`src/wcd_pkg.sv`:
```
// Shared widths, defaults and codes for the wait-cycle deadlock detector.
package wcd_pkg;

  localparam int CMD_W    = 2;
  localparam int ID_W     = 16;
  localparam int STATUS_W = 3;
  localparam int WL_W     = 8;
  localparam int EU_W     = 7;

  localparam int DEF_MAX_AGENTS = 64;
  localparam int DEF_ID_BITS    = 16;
  localparam int DEF_LEVEL_BITS = 8;

  typedef enum logic [CMD_W-1:0] {
    CMD_WORK_BEGIN = 2'd0,
    CMD_WORK_END   = 2'd1,
    CMD_WAIT_BEGIN = 2'd2,
    CMD_WAIT_END   = 2'd3
  } cmd_t;

  typedef enum logic [STATUS_W-1:0] {
    ST_OK       = 3'd0,
    ST_CYCLE    = 3'd1,
    ST_FULL     = 3'd2,
    ST_NOWORK   = 3'd3,
    ST_WAITMIS  = 3'd4,
    ST_OVERFLOW = 3'd5
  } status_t;

endpackage

```
`src/wcd_ram.sv`:
```
// Generic single write port, single read port RAM with registered read.
module wcd_ram #(
  parameter int WIDTH = 8,
  parameter int DEPTH = 64
) (
  input  logic                     clk,
  input  logic                     we,
  input  logic [$clog2(DEPTH)-1:0] waddr,
  input  logic [WIDTH-1:0]         wdata,
  input  logic [$clog2(DEPTH)-1:0] raddr,
  output logic [WIDTH-1:0]         rdata
);

  logic [WIDTH-1:0] mem [DEPTH];

  always_ff @(posedge clk) begin
    if (we) begin
      mem[waddr] <= wdata;
    end
    rdata <= mem[raddr];
  end

endmodule

```
`src/wait_cycle_deadlock_detector.sv`:
```
// Top level of the wait-cycle deadlock detector: agent table, scan sequencer, result register.
//
// Usage:
//   Input channel (in_valid / in_stall): one request per event, in_cmd gives the kind
//   (work begins, work ends, wait begins, wait ends), in_agent_id names the agent.
//   Result channel (out_valid / out_stall): one result per request with out_status,
//   the agent's out_work_level and out_entries_used after the event.
//   The agent table lives in one RAM. Each request scans every table entry through the
//   single read port, one entry per cycle, for the agent lookup, the lowest free entry
//   and the active-agent check, then writes the updated entry back.
//   A request passes from S_IDLE through S_SCAN to S_EXEC, which writes the entry back and
//   fills the result register; in_stall stays high outside S_IDLE, so a new request is
//   taken only once the previous one has left S_EXEC.
//   After reset the table RAM is cleared one entry per cycle, with in_stall high. A
//   finished result sits in the output register while out_stall is high; the next
//   request is still accepted and scanned, and it only waits for its write-back until
//   the pending result has been taken.
module wait_cycle_deadlock_detector #(
  parameter int MAX_AGENTS = wcd_pkg::DEF_MAX_AGENTS,
  parameter int ID_BITS    = wcd_pkg::DEF_ID_BITS,
  parameter int LEVEL_BITS = wcd_pkg::DEF_LEVEL_BITS
) (
  input  logic                          clk,
  input  logic                          rst_n,
  input  logic                          in_valid,
  output logic                          in_stall,
  input  logic [wcd_pkg::CMD_W-1:0]     in_cmd,
  input  logic [wcd_pkg::ID_W-1:0]      in_agent_id,
  output logic                          out_valid,
  input  logic                          out_stall,
  output logic [wcd_pkg::STATUS_W-1:0]  out_status,
  output logic [wcd_pkg::WL_W-1:0]      out_work_level,
  output logic [wcd_pkg::EU_W-1:0]      out_entries_used
);

  import wcd_pkg::*;

  localparam int AW  = $clog2(MAX_AGENTS);
  localparam int CW  = $clog2(MAX_AGENTS + 1);
  localparam int EW  = 2 + ID_BITS + LEVEL_BITS;
  localparam int ICP = (ID_BITS < ID_W) ? ID_BITS : ID_W;
  localparam int LCP = (LEVEL_BITS < WL_W) ? LEVEL_BITS : WL_W;
  localparam int UCP = (CW < EU_W) ? CW : EU_W;

  typedef enum logic [3:0] {
    S_CLEAR = 4'b0001,
    S_IDLE  = 4'b0010,
    S_SCAN  = 4'b0100,
    S_EXEC  = 4'b1000
  } state_t;

  state_t                state_r, state_nxt;
  logic [CW-1:0]         cnt_r, cnt_nxt;
  logic                  chk_v_r, chk_v_nxt;
  logic [AW-1:0]         chk_idx_r, chk_idx_nxt;
  cmd_t                  cmd_r, cmd_nxt;
  logic [ID_BITS-1:0]    id_r, id_nxt;
  logic                  found_r, found_nxt;
  logic [AW-1:0]         fidx_r, fidx_nxt;
  logic [LEVEL_BITS-1:0] flevel_r, flevel_nxt;
  logic                  fwait_r, fwait_nxt;
  logic                  free_r, free_nxt;
  logic [AW-1:0]         free_idx_r, free_idx_nxt;
  logic                  active_r, active_nxt;
  logic [CW-1:0]         used_r, used_nxt;
  logic                  out_valid_r, out_valid_nxt;
  status_t               out_status_r, out_status_nxt;
  logic [WL_W-1:0]       out_level_r, out_level_nxt;
  logic [EU_W-1:0]       out_used_r, out_used_nxt;

  logic                  ram_we;
  logic [AW-1:0]         ram_waddr;
  logic [EW-1:0]         ram_wdata;
  logic [EW-1:0]         ram_rdata;

  logic                  e_valid, e_wait, e_match;
  logic [ID_BITS-1:0]    e_agent;
  logic [LEVEL_BITS-1:0] e_level;
  logic [ID_BITS-1:0]    id_in;

  logic                  x_we, x_keep;
  logic [AW-1:0]         x_idx;
  logic [LEVEL_BITS-1:0] x_level;
  logic                  x_wait;
  status_t               x_status;
  logic [LEVEL_BITS-1:0] x_out_level;
  logic [CW-1:0]         x_used;

  wcd_ram #(
    .WIDTH(EW),
    .DEPTH(MAX_AGENTS)
  ) u_table (
    .clk  (clk),
    .we   (ram_we),
    .waddr(ram_waddr),
    .wdata(ram_wdata),
    .raddr(cnt_r[AW-1:0]),
    .rdata(ram_rdata)
  );

  assign e_valid = ram_rdata[EW-1];
  assign e_agent = ram_rdata[EW-2 -: ID_BITS];
  assign e_level = ram_rdata[LEVEL_BITS:1];
  assign e_wait  = ram_rdata[0];
  assign e_match = e_valid && (e_agent == id_r);

  always_comb begin
    id_in = '0;
    id_in[ICP-1:0] = in_agent_id[ICP-1:0];
  end

  // entry update for the current request
  always_comb begin
    x_idx       = found_r ? fidx_r : free_idx_r;
    x_level     = found_r ? flevel_r : '0;
    x_wait      = found_r ? fwait_r : 1'b0;
    x_out_level = x_level;
    x_status    = ST_OK;
    x_we        = 1'b0;
    x_keep      = 1'b1;
    x_used      = used_r;
    case (cmd_r)
      CMD_WORK_BEGIN: begin
        if (!found_r && !free_r) begin
          x_status = ST_FULL;
        end else if (x_level == {LEVEL_BITS{1'b1}}) begin
          x_status = ST_OVERFLOW;
        end else begin
          x_level     = x_level + 1'b1;
          x_out_level = x_level;
          x_we        = 1'b1;
          if (!found_r) begin
            x_used = used_r + 1'b1;
          end
        end
      end
      CMD_WORK_END: begin
        if (!found_r) begin
          x_status = ST_NOWORK;
        end else begin
          if (x_level == '0) begin
            x_status = ST_NOWORK;
          end else begin
            x_level = x_level - 1'b1;
          end
          x_out_level = x_level;
          x_we        = 1'b1;
          if (x_level == '0 && !x_wait) begin
            x_keep = 1'b0;
            if (used_r != '0) begin
              x_used = used_r - 1'b1;
            end
          end
        end
      end
      CMD_WAIT_BEGIN: begin
        if (!found_r && !free_r) begin
          x_status = ST_FULL;
        end else if (x_wait) begin
          x_status = ST_WAITMIS;
        end else begin
          x_wait   = 1'b1;
          x_we     = 1'b1;
          x_status = active_r ? ST_OK : ST_CYCLE;
          if (!found_r) begin
            x_used = used_r + 1'b1;
          end
        end
      end
      CMD_WAIT_END: begin
        if (!found_r || !x_wait) begin
          x_status = ST_WAITMIS;
        end else begin
          x_wait = 1'b0;
          x_we   = 1'b1;
          if (x_level == '0) begin
            x_keep = 1'b0;
            if (used_r != '0) begin
              x_used = used_r - 1'b1;
            end
          end
        end
      end
      default: begin
        x_status = ST_OK;
      end
    endcase
  end

  always_comb begin
    state_nxt      = state_r;
    cnt_nxt        = cnt_r;
    chk_v_nxt      = 1'b0;
    chk_idx_nxt    = chk_idx_r;
    cmd_nxt        = cmd_r;
    id_nxt         = id_r;
    found_nxt      = found_r;
    fidx_nxt       = fidx_r;
    flevel_nxt     = flevel_r;
    fwait_nxt      = fwait_r;
    free_nxt       = free_r;
    free_idx_nxt   = free_idx_r;
    active_nxt     = active_r;
    used_nxt       = used_r;
    out_valid_nxt  = out_valid_r && out_stall;
    out_status_nxt = out_status_r;
    out_level_nxt  = out_level_r;
    out_used_nxt   = out_used_r;
    ram_we         = 1'b0;
    ram_waddr      = x_idx;
    ram_wdata      = {x_keep, id_r, x_level, x_wait};
    in_stall       = (state_r != S_IDLE);

    case (state_r)
      S_CLEAR: begin
        ram_we    = 1'b1;
        ram_waddr = cnt_r[AW-1:0];
        ram_wdata = '0;
        cnt_nxt   = cnt_r + 1'b1;
        if (cnt_r == CW'(MAX_AGENTS - 1)) begin
          cnt_nxt   = '0;
          state_nxt = S_IDLE;
        end
      end
      S_IDLE: begin
        if (in_valid) begin
          cmd_nxt    = cmd_t'(in_cmd);
          id_nxt     = id_in;
          cnt_nxt    = '0;
          found_nxt  = 1'b0;
          free_nxt   = 1'b0;
          active_nxt = 1'b0;
          state_nxt  = S_SCAN;
        end
      end
      S_SCAN: begin
        if (cnt_r < CW'(MAX_AGENTS)) begin
          chk_v_nxt   = 1'b1;
          chk_idx_nxt = cnt_r[AW-1:0];
          cnt_nxt     = cnt_r + 1'b1;
        end else if (!chk_v_r) begin
          state_nxt = S_EXEC;
        end
        if (chk_v_r) begin
          if (e_match && !found_r) begin
            found_nxt  = 1'b1;
            fidx_nxt   = chk_idx_r;
            flevel_nxt = e_level;
            fwait_nxt  = e_wait;
          end
          if (!e_valid && !free_r) begin
            free_nxt     = 1'b1;
            free_idx_nxt = chk_idx_r;
          end
          if (e_valid && !e_wait && e_level != '0 && !e_match) begin
            active_nxt = 1'b1;
          end
        end
      end
      S_EXEC: begin
        if (!(out_valid_r && out_stall)) begin
          ram_we         = x_we;
          used_nxt       = x_used;
          out_valid_nxt  = 1'b1;
          out_status_nxt = x_status;
          out_level_nxt  = '0;
          out_level_nxt[LCP-1:0] = x_out_level[LCP-1:0];
          out_used_nxt   = '0;
          out_used_nxt[UCP-1:0]  = x_used[UCP-1:0];
          state_nxt      = S_IDLE;
        end
      end
      default: begin
        state_nxt = S_CLEAR;
        cnt_nxt   = '0;
      end
    endcase
  end

  always_ff @(posedge clk) begin
    if (!rst_n) begin
      state_r     <= S_CLEAR;
      cnt_r       <= '0;
      chk_v_r     <= 1'b0;
      found_r     <= 1'b0;
      free_r      <= 1'b0;
      active_r    <= 1'b0;
      used_r      <= '0;
      out_valid_r <= 1'b0;
    end else begin
      state_r     <= state_nxt;
      cnt_r       <= cnt_nxt;
      chk_v_r     <= chk_v_nxt;
      found_r     <= found_nxt;
      free_r      <= free_nxt;
      active_r    <= active_nxt;
      used_r      <= used_nxt;
      out_valid_r <= out_valid_nxt;
    end
  end

  always_ff @(posedge clk) begin
    chk_idx_r    <= chk_idx_nxt;
    cmd_r        <= cmd_nxt;
    id_r         <= id_nxt;
    fidx_r       <= fidx_nxt;
    flevel_r     <= flevel_nxt;
    fwait_r      <= fwait_nxt;
    free_idx_r   <= free_idx_nxt;
    out_status_r <= out_status_nxt;
    out_level_r  <= out_level_nxt;
    out_used_r   <= out_used_nxt;
  end

  assign out_valid        = out_valid_r;
  assign out_status       = out_status_r;
  assign out_work_level   = out_level_r;
  assign out_entries_used = out_used_r;

endmodule
```
`config.mk`:
```
export PLATFORM = sky130hd
export DESIGN_NAME = wait_cycle_deadlock_detector
export DESIGN_NICKNAME = d
export VERILOG_FILES = /design/src/wcd_pkg.sv /design/src/wcd_ram.sv /design/src/wait_cycle_deadlock_detector.sv
export SDC_FILE = /design/constraint.sdc
export NUM_CORES = 2
export LEC_CHECK = 0
export ABC_AREA = 1
export BUFFER_PORTS_ARGS = -buffer_cell sky130_fd_sc_hd__buf_2
export CAP_MARGIN = 0
export CORE_MARGIN = 4
export CORE_UTILIZATION = 54
export CTS_BUF_LIST = sky130_fd_sc_hd__clkbuf_8
export DETAILED_ROUTE_END_ITERATION = 10
export GPL_ROUTABILITY_DRIVEN = 0
export PLACE_DENSITY = 0.7
export SLEW_MARGIN = 20
export SYNTH_ARGS = -nofsm -noshare
export SYNTH_HDL_FRONTEND = slang
export SYNTH_SLANG_ARGS = --single-unit
```
`constraint.sdc`:
```
create_clock -name clk -period 5.3 [get_ports clk]
set_clock_uncertainty 0.05 [all_clocks]
set_input_delay 1.06 -clock clk [delete_from_list [all_inputs] [get_ports clk]]
set_output_delay 1.06 -clock clk [all_outputs]
set_load 0.005 [all_outputs]
```
==> flow_metrics.py <==
metrics = {
    "cells_and_area": {
        "final_cell_mix": "1,727 x edfxtp_1, 914 x nor2_1, 879 x o21ai_0",
        "regArea_um2": 52850,
        "syn2layout_area_growth_pct": 10.90,
        "drive_above_1_share_pct": 11.95,
        "nets": 5538,
        "multiInputGateArea_um2": 16080,
        "filler_cell_count": 9925,
        "mostFrequentLayoutCell": "edfxtp_1",
    },
    "timing": {
        "fmax_ghz": 0.2294,
        "rsz0062_at_grt": "false",
        "slew_violations": 0,
        "layout_setup_ws_ns": 0.9413,
        "finalSetupViolCount": 0,
        "finalCritPeriodShare_pct": 82.24,
        "tightest_slew_ns": 1.137,
        "hold_viol": 0,
        "relSlewSlack_pct": 24.04,
        "tns_ns": 0,
        "layout_min_cycle_time_ns": 4.359,
    },
    "clocking": {
        "path_clk_slew_ns": 0.07,
        "clkLatencyLatePin_ns": 1.00,
        "cts_buffers": 293,
        "cts_tree": "built",
        "post_cts_resized": 0,
        "cts_htree_levels": 5,
        "clock-sinks": 1776,
        "cts_hold_buf": 0,
        "cts.path.max_buffers": 4,
        "root_buffer": "clkbuf_8",
        "postCtsSetupBuffers": 0,
    },
    "grt": {
        "grt_usage_pct": 28.16,
        "gr-total-overflow": 0,
        "grt_pass1_vias": 44500,
        "antenna_found_initial": 10,
        "grt_max_degree": 187,
        "grt_pass1_wl_um": 287100,
    },
    "synthesis": {
        "avgSynthCellArea_um2": 13.06,
        "synth_flop_cell": "edfxtp_1",
        "synth_mux_area_share_pct": 0,
        "synth_top_area_share_pct": 73.64,
        "synthDistinctLibCells": 47,
        "post-synth-top-area-cell": "edfxtp_1",
        "yosys.area_share.adder_pct": 0.1244,
        "synthArstFlopShare_pct": 0,
        "synth_area_um2": 70420,
        "ys_warn_count": 0,
        "synth_top_family_by_area": "compound AO/OA/AOI/OAI gates",
        "syn_nets": 5419,
        "synth_xor_area_share_pct": 0.2363,
        "synth_edf_count": 1727,
        "yosysSeqAreaShare_pct": 75.04,
        "synth_compound_area_share_pct": 11.76,
        "ys_ff_latch": 1776,
        "synthesis.instances": 5390,
        "synth-simple-area-share_pct": 10.07,
        "synthTopCellsByArea": "edfxtp_1 74%, o21ai_0 6.2%, nor2_1 5.3%, o22ai_1 2.3%, o221ai_1 2.0%",
    },
    "route": {
        "drc": 0,
        "wl_um": 194600,
        "drtIter0Drc": 6869,
        "vias": 46820,
        "avgViaCountPerCell": 6.280,
        "first_pass_iters": 8,
        "wl_per_cell_um": 26.10,
        "ant_nets": 0,
    },
    "place": {
        "pre_cts_ws_ns": 1.124,
        "portBuffers": 41,
        "dpl.hpwl_um": 111300,
    },
    "die": {
        "coreArea_um2": 129500,
        "die_area_um2": 136300,
        "fp.dieH_um": 369.1,
        "ioPinCount": 42,
        "die_w_um": 369.1,
        "placementRows": 132,
        "initial_core_util_pct": 54.39,
    },
    "status": {
        "outcome": "complete, no violations",
    },
    "setup_path": {
        "timing_worst_setup_path_type": "reg2reg",
        "cp_max_fo": 33,
        "cp-start-kind": "flop",
        "crit_path_end_kind": "flop",
        "worstPathRequired_ns": 5.99,
        "arrival_ns": 5.04,
    },
    "flow_run": {
        "max_cap_viol_count": 0,
    },
    "power": {
        "peakVddDrop_v": 0.0003239,
        "power_density_nw_per_um2": 421.5,
        "leakagePower_nw": 25.33,
    },
    "min_path": {
        "hold_path_class": "in2reg",
    },
}
## report_power, final
part	leakage [nW]	total, mW	switching, mW	internal, mW
registers	15.9	16.5	0.221	16.3
logic	6.51	5.78	4.41	1.37
clock network	2.94	10.6	5.23	5.40
total	25.3	32.9	9.86	23.1
## worst paths after layout
check                            from                      endpoint  slack [ns]  cells past startpoint
max reg2reg      found_r$_SDFFE_PN0P_  u_table.mem[59][6]$_DFFE_PP_        0.94                     12
min reg2reg  u_table.rdata[0]$_DFF_P_             fwait_r$_DFFE_PP_        0.38                      0
min                    in_agent_id[9]             id_r[9]$_DFFE_PP_        0.18                      1
max              found_r$_SDFFE_PN0P_  u_table.mem[59][6]$_DFFE_PP_        0.94                     12
## cells in the mapped netlist, types with 10 or more instances
cell type     n
edfxtp_1   1727
buf_2       103
nand2_1     355
o22ai_1     254
inv_1        91
nand3_1     210
nor2_1     1003
a21oi_1      57
dfxtp_1      49
xor2_1       15
nor4_1       10
nand2_2      16
o21ai_0     879
o221ai_1    162
o211ai_1     53
nand4_1      56
clkbuf_1    233
buf_1        12
## worst max-delay path: stages, from the launching register on
cell      delay, ns
dfxtp_1        0.93
nand2_1        0.39
inv_1          0.16
ha_1           0.17
inv_1          0.05
nor3_1         0.37
nand2_1        0.17
nand2_1        0.13
nor4_1         0.06
o21bai_1       0.14
o21ai_0        0.18
nor2_4         0.79
buf_4          0.45
## state kept, by name, summed over array words and instances, names as in the netlist, 2 cells and up
name / count
u_table.mem: 1664
u_table.rdata: 26
id_r: 16
flevel_r: 8
out_work_level: 8
cnt_r: 7
out_entries_used: 7
used_r: 7
chk_idx_r: 6
fidx_r: 6
free_idx_r: 6
state_r: 4
out_status: 3
cmd_r: 2
## through the flow
stage | area [µm²] | util [%] | total power, mW | std cells | hold slack [ns]
2_1_floorplan | 70420 | - | 20.04 | 5390 | 0.3529
3_3_place_gp | 73070 | 56.43 | 22.34 | 6956 | 0.3646
3_5_place_dp | 73070 | 56.43 | 22.48 | 6956 | 0.3701
4_1_cts | 78070 | 60.29 | 32.94 | 7447 | 0.1097
5_1_grt | 78090 | 60.31 | 34.11 | 7454 | 0.1264
6_report | 78090 | 60.31 | 32.92 | 7455 | 0.1847
## logic make-up (layout without fill, tap and decap cells)
kind of cell	count (synthesis)	in the layout
flip-flops	1776	1776
AND/OR/NAND/NOR	1690	1690
AO/OA/AOI/OAI	1432	1432
buffers and inverters	466	781
XOR/XNOR	19	19
adder cells (fa/ha/maj)	7	7
other	0	8
## layer usage
layer | up-vias | share of wire, % | GRT usage [%]
li1 | 20410 | - | -
met1 | 23060 | 38 | 38.72
met2 | 2847 | 47 | 44.14
met3 | 501 | 9.9 | 4.986
met4 | 6 | 4.9 | 13.27
met5 | - | 0.016 | 0
## final cells by class
| class | instances | area share (%) |
|---|---|---|
| Clock inverter | 192 | 1.134 |
| Tap cell | 1742 | 2.791 |
| Clock buffer | 299 | 5.269 |
| Timing Repair Buffer | 184 | 1.974 |
| Sequential cell | 1776 | 67.68 |
| Antenna cell | 8 | 0.02563 |
| Multi-Input combinational cell | 3148 | 20.59 |
| Inverter | 106 | 0.5383 |
Power figures use the tool's default switching activity.
